File: src/rtl/csfam_pkg.sv
`timescale 1ns / 1ps

package csfam_pkg;

  // Fixed field widths
  localparam int COORD_W = 12;
  localparam int ADDR_W  = 26;
  localparam int CROP_W  = 14;
  localparam int SIZE_W  = 13;
  localparam int SIZE_MAX = (2 ** SIZE_W) - 1;

  // Register file geometry: eight 32-bit words
  localparam int PADDR_W   = 5;
  localparam int REG_IDX_W = 3;
  localparam int PDATA_W   = 32;

  // Reset values of the size registers
  localparam logic [SIZE_W-1:0] SRC_WIDTH_RST  = SIZE_W'(640);
  localparam logic [SIZE_W-1:0] SRC_HEIGHT_RST = SIZE_W'(480);
  localparam logic [SIZE_W-1:0] DST_WIDTH_RST  = SIZE_W'(640);
  localparam logic [SIZE_W-1:0] DST_HEIGHT_RST = SIZE_W'(480);

  // Register indexes, word address = 4 * index
  typedef enum logic [REG_IDX_W-1:0] {
    REG_CROP_TOP    = 3'd0,
    REG_CROP_BOTTOM = 3'd1,
    REG_CROP_LEFT   = 3'd2,
    REG_CROP_RIGHT  = 3'd3,
    REG_SRC_WIDTH   = 3'd4,
    REG_SRC_HEIGHT  = 3'd5,
    REG_DST_WIDTH   = 3'd6,
    REG_DST_HEIGHT  = 3'd7
  } reg_idx_t;

endpackage

File: src/rtl/crop_scale_flip_address_map.sv
// Crop, scale and vertical-flip address mapper for 24-bit RGB frames.
// Input channel (in_valid/in_ready) takes one destination pixel (dst_x, dst_y)
// per word; output channel (out_valid/out_ready) returns the source pixel it
// copies from, both byte offsets (rows padded to four bytes) and the
// copy_pixel / clear_pixel flags. Crop window and frame sizes sit in eight
// APB registers at byte address 4*i; write them only while the block is idle.
// Throughput: one word per clock while the receiver does not stall. DW =
// clog2(min(MAX_DIM, 8191)+1) sets coordinate and quotient widths. Stages:
// capture, multiply, the two restoring dividers (one quotient bit per stage,
// x and y side by side), then offset/flip, source multiply and output.
// Reset clears all valid bits and loads the register defaults (no crop,
// 640x480 source and destination). When the receiver stalls, words back up
// stage by stage; in_ready stays high while any stage holds a bubble and
// drops only once every stage is full. Nothing is dropped or repeated.
`timescale 1ns / 1ps

module crop_scale_flip_address_map
  import csfam_pkg::*;
#(
  parameter int MAX_DIM = 4096
) (
  input  logic                 clk,
  input  logic                 rst,
  // configuration port
  input  logic                 psel,
  input  logic                 penable,
  input  logic                 pwrite,
  input  logic [PADDR_W-1:0]   paddr,
  input  logic [PDATA_W-1:0]   pwdata,
  output logic [PDATA_W-1:0]   prdata,
  output logic                 pready,
  // destination pixel in
  input  logic                 in_valid,
  output logic                 in_ready,
  input  logic [COORD_W-1:0]   dst_x,
  input  logic [COORD_W-1:0]   dst_y,
  // mapping out
  output logic                 out_valid,
  input  logic                 out_ready,
  output logic [COORD_W-1:0]   src_x,
  output logic [COORD_W-1:0]   src_y,
  output logic [ADDR_W-1:0]    src_addr,
  output logic [ADDR_W-1:0]    dst_addr,
  output logic                 copy_pixel,
  output logic                 clear_pixel
);

  // Internal widths
  localparam int EFF_DIM = (MAX_DIM < SIZE_MAX) ? MAX_DIM : SIZE_MAX;
  localparam int DW  = $clog2(EFF_DIM + 1);   // sizes, coordinates, quotients
  localparam int STW = DW + 2;                // padded row stride
  localparam int NW  = COORD_W + DW;          // dividend
  localparam int AW  = COORD_W + STW;         // destination address sum
  localparam int SAW = DW + STW;              // source address sum
  localparam int X3W = COORD_W + 2;

  typedef struct packed {
    logic [DW-1:0]     rx;
    logic [DW-1:0]     qx;
    logic [DW-1:0]     ry;
    logic [DW-1:0]     qy;
    logic [ADDR_W-1:0] daddr;
    logic              ok;
    logic              clr;
  } div_t;

  // Size register limited to MAX_DIM
  function automatic logic [DW-1:0] dim_of(input logic [SIZE_W-1:0] v);
    return (32'(v) > MAX_DIM) ? DW'(MAX_DIM) : DW'(v);
  endfunction

  // Row stride in bytes, padded to four
  function automatic logic [STW-1:0] stride_of(input logic [DW-1:0] w);
    logic [STW-1:0] t;
    t = STW'(w) * STW'(3) + STW'(3);
    return {t[STW-1:2], 2'b00};
  endfunction

  // One crop axis: {low bound, extent}
  function automatic logic [2*DW-1:0] axis_win(input logic [CROP_W-1:0] a,
                                               input logic [CROP_W-1:0] b,
                                               input logic [DW-1:0]     full);
    logic signed [CROP_W:0] sa, sb, lo, hi, fs;
    logic [DW-1:0]          lo_c, hi_c;
    sa = (CROP_W+1)'($signed(a));
    sb = (CROP_W+1)'($signed(b));
    fs = $signed({1'b0, CROP_W'(full)});
    lo = (sa < sb) ? sa : sb;
    hi = (sa < sb) ? sb : sa;
    if (lo < 0) lo = '0;
    else if (lo > fs) lo = fs;
    if (hi < 0) hi = '0;
    else if (hi > fs) hi = fs;
    lo_c = DW'(lo);
    hi_c = DW'(hi);
    if (a == '0 && b == '0) begin
      return {{DW{1'b0}}, full};
    end
    return {lo_c, DW'(hi_c - lo_c)};
  endfunction

  // ---------------- configuration registers ----------------
  logic [CROP_W-1:0] crop_top, crop_bottom, crop_left, crop_right;
  logic [SIZE_W-1:0] src_width, src_height, dst_width, dst_height;
  reg_idx_t          cfg_idx;
  logic              cfg_wr;

  assign cfg_idx = reg_idx_t'(paddr[PADDR_W-1:2]);
  assign cfg_wr  = psel && penable && pwrite;
  assign pready  = 1'b1;

  always_ff @(posedge clk) begin
    if (rst) begin
      crop_top    <= '0;
      crop_bottom <= '0;
      crop_left   <= '0;
      crop_right  <= '0;
      src_width   <= SRC_WIDTH_RST;
      src_height  <= SRC_HEIGHT_RST;
      dst_width   <= DST_WIDTH_RST;
      dst_height  <= DST_HEIGHT_RST;
    end else if (cfg_wr) begin
      unique case (cfg_idx)
        REG_CROP_TOP:    crop_top    <= pwdata[CROP_W-1:0];
        REG_CROP_BOTTOM: crop_bottom <= pwdata[CROP_W-1:0];
        REG_CROP_LEFT:   crop_left   <= pwdata[CROP_W-1:0];
        REG_CROP_RIGHT:  crop_right  <= pwdata[CROP_W-1:0];
        REG_SRC_WIDTH:   src_width   <= pwdata[SIZE_W-1:0];
        REG_SRC_HEIGHT:  src_height  <= pwdata[SIZE_W-1:0];
        REG_DST_WIDTH:   dst_width   <= pwdata[SIZE_W-1:0];
        REG_DST_HEIGHT:  dst_height  <= pwdata[SIZE_W-1:0];
      endcase
    end
  end

  // Read back
  always_comb begin
    unique case (cfg_idx)
      REG_CROP_TOP:    prdata = PDATA_W'(crop_top);
      REG_CROP_BOTTOM: prdata = PDATA_W'(crop_bottom);
      REG_CROP_LEFT:   prdata = PDATA_W'(crop_left);
      REG_CROP_RIGHT:  prdata = PDATA_W'(crop_right);
      REG_SRC_WIDTH:   prdata = PDATA_W'(src_width);
      REG_SRC_HEIGHT:  prdata = PDATA_W'(src_height);
      REG_DST_WIDTH:   prdata = PDATA_W'(dst_width);
      REG_DST_HEIGHT:  prdata = PDATA_W'(dst_height);
    endcase
  end

  // ---------------- derived window terms, one register stage ----------------
  logic [DW-1:0]  ws, hs;
  logic [2*DW-1:0] win_x, win_y;
  logic [DW-1:0]  cfg_left, cfg_rw, cfg_rh, cfg_wd, cfg_hd, cfg_ybase;
  logic [STW-1:0] cfg_stride_s, cfg_stride_d;
  logic           cfg_empty;

  always_comb begin
    ws    = dim_of(src_width);
    hs    = dim_of(src_height);
    win_x = axis_win(crop_left, crop_right, ws);
    win_y = axis_win(crop_top, crop_bottom, hs);
  end

  always_ff @(posedge clk) begin
    cfg_left     <= win_x[2*DW-1:DW];
    cfg_rw       <= win_x[DW-1:0];
    cfg_rh       <= win_y[DW-1:0];
    // flipped row base: hs - 1 - top, meaningful for a nonempty crop
    cfg_ybase    <= DW'(hs - DW'(1) - win_y[2*DW-1:DW]);
    cfg_empty    <= (win_x[DW-1:0] == '0) || (win_y[DW-1:0] == '0);
    cfg_wd       <= dim_of(dst_width);
    cfg_hd       <= dim_of(dst_height);
    cfg_stride_s <= stride_of(ws);
    cfg_stride_d <= stride_of(dim_of(dst_width));
  end

  // ---------------- stage handshake chain ----------------
  logic          s1_valid, s2_valid, s3_valid, s4_valid;
  logic          en1, en2, en3, en4, en_out;
  logic [DW-1:0] dv, dvin, den;

  assign en_out   = !out_valid || out_ready;
  assign en4      = !s4_valid || en_out;
  assign en3      = !s3_valid || en4;
  assign en2      = !s2_valid || den[0];
  assign en1      = !s1_valid || en2;
  assign in_ready = en1;

  // ---------------- stage 1: capture coordinates ----------------
  logic [COORD_W-1:0] s1_dx, s1_dy;

  always_ff @(posedge clk) begin
    if (rst) s1_valid <= 1'b0;
    else if (en1) s1_valid <= in_valid;
  end

  always_ff @(posedge clk) begin
    if (en1 && in_valid) begin
      s1_dx <= dst_x;
      s1_dy <= dst_y;
    end
  end

  // ---------------- stage 2: dividends and destination row offset ----------------
  logic [NW-1:0]  s2_nx, s2_ny;
  logic [AW-1:0]  s2_dyp;
  logic [X3W-1:0] s2_dx3;
  logic           s2_ok, s2_clr;

  always_ff @(posedge clk) begin
    if (rst) s2_valid <= 1'b0;
    else if (en2) s2_valid <= s1_valid;
  end

  always_ff @(posedge clk) begin
    if (en2 && s1_valid) begin
      s2_nx  <= NW'(s1_dx) * NW'(cfg_rw);
      s2_ny  <= NW'(s1_dy) * NW'(cfg_rh);
      s2_dyp <= AW'(s1_dy) * AW'(cfg_stride_d);
      s2_dx3 <= X3W'(s1_dx) * X3W'(3);
      s2_ok  <= (32'(s1_dx) < 32'(cfg_wd)) && (32'(s1_dy) < 32'(cfg_hd));
      s2_clr <= cfg_empty;
    end
  end

  // ---------------- divider pipeline: one quotient bit per stage ----------------
  // For in-frame pixels the quotient is below the crop extent, so DW bits suffice
  // and the upper dividend bits start below the divisor.
  div_t dinit;
  div_t dsrc [DW];
  div_t dnxt [DW];
  div_t dreg [DW];

  always_comb begin
    dinit.rx    = DW'(s2_nx >> DW);
    dinit.qx    = s2_nx[DW-1:0];
    dinit.ry    = DW'(s2_ny >> DW);
    dinit.qy    = s2_ny[DW-1:0];
    dinit.daddr = ADDR_W'(s2_dyp + AW'(s2_dx3));
    dinit.ok    = s2_ok;
    dinit.clr   = s2_clr;
  end

  for (genvar k = 0; k < DW; k++) begin : g_div
    logic [DW:0] tx, ty;
    logic        gex, gey;

    if (k == 0) begin : g_first
      assign dsrc[k] = dinit;
      assign dvin[k] = s2_valid;
    end else begin : g_next
      assign dsrc[k] = dreg[k-1];
      assign dvin[k] = dv[k-1];
    end

    if (k == DW - 1) begin : g_last
      assign den[k] = !dv[k] || en3;
    end else begin : g_mid
      assign den[k] = !dv[k] || den[k+1];
    end

    // compare-subtract on both axes
    always_comb begin
      tx  = {dsrc[k].rx, dsrc[k].qx[DW-1]};
      ty  = {dsrc[k].ry, dsrc[k].qy[DW-1]};
      gex = tx >= {1'b0, cfg_wd};
      gey = ty >= {1'b0, cfg_hd};
      dnxt[k]    = dsrc[k];
      dnxt[k].rx = gex ? DW'(tx - {1'b0, cfg_wd}) : tx[DW-1:0];
      dnxt[k].qx = {dsrc[k].qx[DW-2:0], gex};
      dnxt[k].ry = gey ? DW'(ty - {1'b0, cfg_hd}) : ty[DW-1:0];
      dnxt[k].qy = {dsrc[k].qy[DW-2:0], gey};
    end

    always_ff @(posedge clk) begin
      if (rst) dv[k] <= 1'b0;
      else if (den[k]) dv[k] <= dvin[k];
    end

    always_ff @(posedge clk) begin
      if (den[k] && dvin[k]) dreg[k] <= dnxt[k];
    end
  end

  // ---------------- stage 3: offset and flip ----------------
  logic [DW-1:0]     s3_xs, s3_ys;
  logic [ADDR_W-1:0] s3_daddr;
  logic              s3_ok, s3_clr;

  always_ff @(posedge clk) begin
    if (rst) s3_valid <= 1'b0;
    else if (en3) s3_valid <= dv[DW-1];
  end

  always_ff @(posedge clk) begin
    if (en3 && dv[DW-1]) begin
      s3_xs    <= DW'(dreg[DW-1].qx + cfg_left);
      s3_ys    <= DW'(cfg_ybase - dreg[DW-1].qy);
      s3_daddr <= dreg[DW-1].daddr;
      s3_ok    <= dreg[DW-1].ok;
      s3_clr   <= dreg[DW-1].clr;
    end
  end

  // ---------------- stage 4: source row offset ----------------
  logic [SAW-1:0]    s4_prod;
  logic [DW+1:0]     s4_x3;
  logic [DW-1:0]     s4_xs, s4_ys;
  logic [ADDR_W-1:0] s4_daddr;
  logic              s4_ok, s4_clr;

  always_ff @(posedge clk) begin
    if (rst) s4_valid <= 1'b0;
    else if (en4) s4_valid <= s3_valid;
  end

  always_ff @(posedge clk) begin
    if (en4 && s3_valid) begin
      s4_prod  <= SAW'(s3_ys) * SAW'(cfg_stride_s);
      s4_x3    <= (DW+2)'(s3_xs) * (DW+2)'(3);
      s4_xs    <= s3_xs;
      s4_ys    <= s3_ys;
      s4_daddr <= s3_daddr;
      s4_ok    <= s3_ok;
      s4_clr   <= s3_clr;
    end
  end

  // ---------------- output register ----------------
  logic s4_copy;
  assign s4_copy = s4_ok && !s4_clr;

  always_ff @(posedge clk) begin
    if (rst) out_valid <= 1'b0;
    else if (en_out) out_valid <= s4_valid;
  end

  always_ff @(posedge clk) begin
    if (en_out && s4_valid) begin
      src_x       <= s4_copy ? COORD_W'(s4_xs) : '0;
      src_y       <= s4_copy ? COORD_W'(s4_ys) : '0;
      src_addr    <= s4_copy ? ADDR_W'(s4_prod + SAW'(s4_x3)) : '0;
      dst_addr    <= s4_ok ? s4_daddr : '0;
      copy_pixel  <= s4_copy;
      clear_pixel <= s4_ok && s4_clr;
    end
  end

  // ---------------- checks ----------------
  a_flags_excl: assert property (@(posedge clk) disable iff (rst)
    out_valid |-> !(copy_pixel && clear_pixel))
    else $error("copy and clear both set");

  a_nocopy_zero: assert property (@(posedge clk) disable iff (rst)
    (out_valid && !copy_pixel) |-> (src_x == '0 && src_y == '0 && src_addr == '0))
    else $error("source fields not zero without copy");

  a_full_stall: assert property (@(posedge clk) disable iff (rst)
    !in_ready |-> (out_valid && !out_ready))
    else $error("input blocked while output not stalled");

  a_outside_zero: assert property (@(posedge clk) disable iff (rst)
    (out_valid && !copy_pixel && !clear_pixel) |-> (dst_addr == '0))
    else $error("destination address set outside frame");

endmodule

File: config.mk
export PLATFORM = sky130hd
export DESIGN_NAME = crop_scale_flip_address_map
export DESIGN_NICKNAME = d
export VERILOG_FILES = /design/src/rtl/csfam_pkg.sv /design/src/rtl/crop_scale_flip_address_map.sv
export SDC_FILE = /design/constraint.sdc
export NUM_CORES = 2
export LEC_CHECK = 0
export BUFFER_PORTS_ARGS = -buffer_cell sky130_fd_sc_hd__buf_2
export CAP_MARGIN = 20
export CORE_ASPECT_RATIO = 1.25
export CORE_MARGIN = 3
export CORE_UTILIZATION = 40
export DETAILED_ROUTE_END_ITERATION = 16
export PLACE_DENSITY_LB_ADDON = 0.2
export SLEW_MARGIN = 20
export SYNTH_ARGS = -nofsm -noshare
export SYNTH_HDL_FRONTEND = slang
export SYNTH_SLANG_ARGS = --single-unit
File: constraint.sdc
create_clock -name clk -period 18.2 [get_ports clk]
set_clock_uncertainty 0.1 [all_clocks]
set_input_delay 0.91 -clock clk [delete_from_list [all_inputs] [get_ports clk]]
set_output_delay 0.91 -clock clk [all_outputs]
set_load 0.05 [all_outputs]
# After elaboration in Yosys (flattened, before gate mapping)
# Memory sizes are Yosys's and may differ from the RTL's.
# Cells that the tools add are included.
classes:
  n_eq_ne: 7
  n_mux: 74
  addsub: 36
  reduce_logical: 78
  multipliers: 8
  magnitude_cmp: 42
op_table:
  columns: ["op", "n"]
  rows:
  - ["$mux W13", 37]
  - ["$sub A13 B13 Y13", 30]
  - ["$ge A14 B13 Y1", 24]
  - ["$pmux W32 S8", 1]
  - ["$mux W26", 4]
  - ["$gt A15 B14 Y1", 4]
  - ["$lt A15 B1 Y1 const B", 4]
  - ["$mux W15", 4]
  - ["$logic_not A14 Y1", 4]
  - ["$gt A13 B13 Y1 const B", 4]
  - ["$mul A12 B13 Y25", 2]
  - ["$mul A13 B2 Y15 const B", 3]
  - ["$add A15 B2 Y15 const B", 2]
  - ["$lt A14 B14 Y1", 2]
  - ["$mux W1", 28]
  - ["$add A26 B14 Y26", 1]
  - ["$add A26 B15 Y26", 1]
  - ["$ge A13 B13 Y1", 2]
  - ["$logic_not A13 Y1", 2]
  - ["$lt A12 B13 Y1", 2]
  - ["$logic_and A1 B1 Y1", 25]
  - ["$mul A12 B13 Y24", 1]
  - ["$mul A13 B13 Y24", 1]
  - ["$logic_not A1 Y1", 19]
  - ["other kinds (9)", 38]
word_totals:
  ramBits: 1040
  elab_cells: 307
  out_inout_bits: 113
  in_bits: 68
  regBits: 568
  n_memories: 1
mem_list:
  columns: ["memory", "depth", "word_bits", "read_ports", "rd_clocked_by_memory_dff", "wr", "line", "source"]
  rows:
  - ["dreg", 13, 80, 13, 0, 13, "crop_scale_flip_address_map.sv:232", "div_t dreg [DW];"]

# Logic depth before layout (Yosys ltp)
depth:
  ltp_word: 20
  depth_mapped: 32
  mapped_depth_nobuf: 29

# Least setup slack after synthesis
# OpenSTA, ideal clock, no wires.
synth_path:
  path_kind: "input-to-reg"
  from: "in out_ready"
  to: "reg s2_clr (enable)"
  t_required_ps: 17424
  slack_ps: 9133
  setup_time_ps: 676
  arrival_time_ps: 8291
  stages: 8
  path_buffers: 0
  path_cell_list: "nor2b_1 -> and3_1 -> and3_1 -> nand2_1 -> nor3_1 -> nand3_1 -> nor2_1 -> a21boi_0"
synth_via:
  elab_chain_cells: 18
synth_lines:
  columns: ["item", "line", "source"]
  rows:
  - ["from (decl)", "crop_scale_flip_address_map.sv:39", "input logic out_ready,"]
  - ["$logic_or A1 B1 Y1", "crop_scale_flip_address_map.sv:182", "assign en_out = !out_valid || out_ready;"]
  - ["$logic_or A1 B1 Y1", "crop_scale_flip_address_map.sv:183", "assign en4 = !s4_valid || en_out;"]
  - ["$logic_or A1 B1 Y1", "crop_scale_flip_address_map.sv:184", "assign en3 = !s3_valid || en4;"]
  - ["$logic_or A1 B1 Y1", "crop_scale_flip_address_map.sv:257", "assign den[k] = !dv[k] || en3;"]
  - ["$logic_or A1 B1 Y1 (12 in a row)", "crop_scale_flip_address_map.sv:259", "assign den[k] = !dv[k] || den[k+1];"]
  - ["$logic_or A1 B1 Y1", "crop_scale_flip_address_map.sv:185", "assign en2 = !s2_valid || den[0];"]
  - ["$logic_and A1 B1 Y1", "crop_scale_flip_address_map.sv:216", "if (en2 && s1_valid) begin"]
  - ["to (signal assigned)", "crop_scale_flip_address_map.sv:222", "s2_clr <= cfg_empty;"]
  - ["to (decl)", "crop_scale_flip_address_map.sv:208", "logic s2_ok, s2_clr;"]
# Every way passes these cells.
# A chain may end at the register's enable or synchronous reset.

# Worst setup path in the final report
layout_path:
  from: "reg crop_right[12]"
  to: "reg cfg_empty"
layout_via:
  elab_chain_cells: 9
  elab_cells_between_ends: 18
  cone_classes: "add/sub: 1; order compare: 5; mux: 8; reduce/logical: 4"
layout_lines:
  columns: ["item", "line", "source"]
  rows:
  - ["from (decl)", "crop_scale_flip_address_map.sv:103", "logic [CROP_W-1:0] crop_top, crop_bottom, crop_left, crop_right;"]
  - ["from (signal assigned)", "crop_scale_flip_address_map.sv:127", "REG_CROP_RIGHT: crop_right <= pwdata[CROP_W-1:0];"]
  - ["$lt A14 B14 Y1", "crop_scale_flip_address_map.sv:88, crop_scale_flip_address_map.sv:89", null]
  - ["$mux W15, on equally long branches", "crop_scale_flip_address_map.sv:89, crop_scale_flip_address_map.sv:88", null]
  - ["$gt A15 B14 Y1, on equally long branches", "crop_scale_flip_address_map.sv:93, crop_scale_flip_address_map.sv:91", null]
  - ["$mux W13, on equally long branches", "crop_scale_flip_address_map.sv:93, crop_scale_flip_address_map.sv:91", null]
  - ["$mux W13, on equally long branches", "crop_scale_flip_address_map.sv:92, crop_scale_flip_address_map.sv:90", null]
  - ["$sub A13 B13 Y13", "crop_scale_flip_address_map.sv:99", "return {lo_c, DW'(hi_c - lo_c)};"]
  - ["$mux W26 (*)", "crop_scale_flip_address_map.sv:99", null]
  - ["net win_x[6]", "crop_scale_flip_address_map.sv:152", "logic [2*DW-1:0] win_x, win_y;"]
  - ["$logic_not A13 Y1 (*)", "crop_scale_flip_address_map.sv:170", "cfg_empty <= (win_x[DW-1:0] == '0) || (win_y[DW-1:0] == '0);"]
  - ["$logic_or A1 B1 Y1 (*)", "crop_scale_flip_address_map.sv:170", null]
  - ["to (signal assigned)", "crop_scale_flip_address_map.sv:170", null]
  - ["to (decl)", "crop_scale_flip_address_map.sv:155", "logic cfg_empty;"]
# The timed path passes the listed nets; every way through them passes the cells marked *.

==> metrics.yaml <==
r2r_setup_slack_ns: 9.96
synth_top_area_share_pct: 42.4
die_h_um: 552
critPathMaxFanout: 20
place_area_sq_um: 99700
ctsHtreeMaxLevel: 4
crit_required_ns: 18.84
clockBufferDepth: 4
synth_cell_types: 87
cap_viol_max_count: 0
yosysWarnings: 0
final_net_count: 9788
synth-seq-cells: 1580
io_pins: 181
start_util_pct: 40.4
synth_edf_count: 1349
wirelength_um: 219000
clkPwrFrac_pct: 34.1
place.gp.congestion: 0.885
wl_per_cell_um: 18.8
clk_pin_slew_ns: 0.06
cts_setup_buffers: 0
outcome: "finished, final reports clean"
critPathTopFamily: "simple AND/OR/NAND/NOR gates"
drive_gt1_share_pct: 9.39
cts_made_buffers: 172
grt_overflow: 0
final_max_slew_viol_count: 0
cpMaxStageDelayCell: "or4_1"
synthTopCellsByArea: "edfxtp_1 42%, ha_1 11%, fa_1 10%"
grt_max_degree: 83
dieArea_sq_um: 245000
coreArea_sq_um: 236000
fmax_mhz: 121
grt_pass1_wl_um: 348000
worst_setup_path_start_kind: "flop"
critPathLaunch: "crop_right[12]$_SDFFE_PP0P_"
dp_hpwl_um: 167000
clock-sinks: 1580
rows: 199
p_comb_share_pct: 24.8
r2r-start: "crop_right[12]$_SDFFE_PP0P_"
synthFlopType: "edfxtp_1"
power.switching_mw: 2.92
first_pass_iters: 5
relSlewSlack_pct: 25.3
finalNonFillerCells: 11600
rsz0062_at_grt: "false"
end_kind: "flop"
hold_viol: 0
total_power_mw: 10.3
grt_use_total_pct: 17.9
drcViolationCount: 0
first_iter_violations: 2964
die_w_um: 443
p_int_mw: 7.33
setup_viol: 0
switching_share_pct: 28.5
hp-class: "in2reg"
antenna_left: 0
clock_latency_ns: 0.84
worst-path-buf-inv: 2
design_area_sq_um: 105000
antenna_found_initial: 17
synth_area_leader_cell: "edfxtp_1"
hold_start: "dst_y[6]"
cts_root_buffer: "clkbuf_16"
viasPerCell: 5.12
finalSetupTns_ns: 0
finalCriticalPeriod_ns: 8.24
cts_resized: 0
cts_tree: "built"
syn_inst: 8256
ctsHoldBuffers: 0
syn_area_sq_um: 95400
crit_type: "reg2reg"
pwr-share-seq_pct: 41.1
dp_slack_ns: 10.03
fin_ws_ns: 9.96
worstPathArrival_ns: 8.89
slowest_delay_ns: 0.83
dpl.cell_count: 11300
synth_seq_area_share_pct: 47.3
p_leak_nw: 42.5
vias: 59600
avgSynthCellArea_sq_um: 11.6
post-route-period-util_pct: 45.3
portBuffers: 141
async_flop_share_pct: 0
grt_pass1_vias: 62400
vdd_drop_max_mv: 0.120
power_density_nw_per_um2: 97.3
synthToLayoutAreaGrowth_pct: 10.4
worst_pin_slew_ns: 1.12
## final cells by class
class | count | area (sq um)
antenna | 4 | 10.0
clock buffer | 205 | 4560
tap | 3115 | 3900
sequential | 1580 | 45100
timing repair buffer | 213 | 1260
inverter | 825 | 3100
clock inverter | 94 | 1050
multi-input combinational | 5606 | 46300
fill | 21600 | 131000
## layout by cell type, fill, tap and decap left out, types with 47 or more instances in the layout
| cell | Yosys | routed |
|---|---|---|
| edfxtp_1 | 1349 | 1349 |
| nand2_1 | 976 | 976 |
| ha_1 | 840 | 840 |
| inv_1 | 824 | 823 |
| fa_1 | 482 | 482 |
| nor2_1 | 417 | 417 |
| a21oi_1 | 417 | 416 |
| xnor2_1 | 313 | 313 |
| and2_1 | 282 | 281 |
| mux2_2 | 273 | 273 |
| dfxtp_1 | 231 | 230 |
| o21ai_0 | 210 | 210 |
| clkbuf_16 | 0 | 178 |
| a21o_1 | 158 | 158 |
| buf_2 | 28 | 140 |
| nor2b_1 | 132 | 123 |
| xor2_1 | 113 | 113 |
| nor3_1 | 111 | 110 |
| nand4_1 | 86 | 86 |
| nand3_1 | 77 | 77 |
| o21ai_1 | 74 | 74 |
| mux2i_1 | 73 | 72 |
| buf_4 | 20 | 71 |
| a211oi_1 | 59 | 59 |
| a21boi_0 | 54 | 47 |
## layer usage
metal	routed length [um]	track usage, %	vias to the layer above
li1	-	-	29000
met1	93800	22.6	29100
met2	109000	31.6	1134
met3	9350	2.42	377
met4	7240	6.03	10
met5	72	0	-
## final timing paths
path,endpoint,depth (start not counted)
max,cfg_empty$_DFF_P_,25
min,s1_dy[6]$_DFFE_PP_,1
max reg2reg,cfg_empty$_DFF_P_,25
min reg2reg,dreg[1][34]$_DFFE_PP_,0
## logic make-up after synthesis
family | Yosys count | synth area share, %
AND/OR/NAND/NOR | 2252 | 11.0
multiplexers | 355 | 4.19
XOR/XNOR | 427 | 3.93
flip-flops | 1580 | 47.3
other | 2 | 0.00787
AO/OA/AOI/OAI | 1231 | 8.10
buffers and inverters | 1087 | 4.41
adder cells (fa/ha/maj) | 1322 | 21.1
## stage by stage
step	hold slack, ns	util (%)
4_1_cts	0.0553	44.6
3_3_place_gp	0.300	42.2
5_1_grt	0.102	44.6
6_report	0.145	44.6
2_1_floorplan	0.286	-
3_5_place_dp	0.301	42.2
## flip-flops by register name (all words and copies together) (netlist names), 14 cells and up
register,count
s2_ny,25
s2_dx3,14
s2_dyp,24
dst_addr,26
dreg,1014
s4_prod,24
crop_bottom,14
s4_daddr,26
s3_daddr,26
crop_left,14
src_addr,25
s2_nx,25
s4_x3,15
crop_top,14
crop_right,14
## power by group through the flow
stage               clock network [mW]  logic (mW)  registers [mW]
floorplan                            0        2.05            4.23
global placement                     0        2.50            4.29
detailed placement                   0        2.54            4.29
CTS                               3.61        2.57            4.22
global route                      3.75        2.93            4.22
finish                            3.49        2.54            4.22
## synth_stat cells (all sizes together), types with 8 or more instances
master / instances
and3: 28
nand4: 86
a221oi: 17
a21boi: 61
buf: 57
a21oi: 417
mux2: 274
mux4: 8
a211oi: 60
inv: 824
nand3: 77
o21ai: 285
o31ai: 14
o41ai: 30
mux2i: 73
nor2b: 132
nor3: 113
xor2: 113
clkbuf: 205
or3: 12
nor2: 418
dfxtp: 231
a41o: 24
nand2: 976
a211o: 8
o21bai: 43
fa: 482
ha: 840
a21o: 158
xnor2: 314
or2: 17
nand2b: 42
nand3b: 21
o211ai: 12
o21a: 27
and2: 282
nor4: 26
a31oi: 22
edfxtp: 1349
No activity file was read; power rests on OpenSTA's default activity.
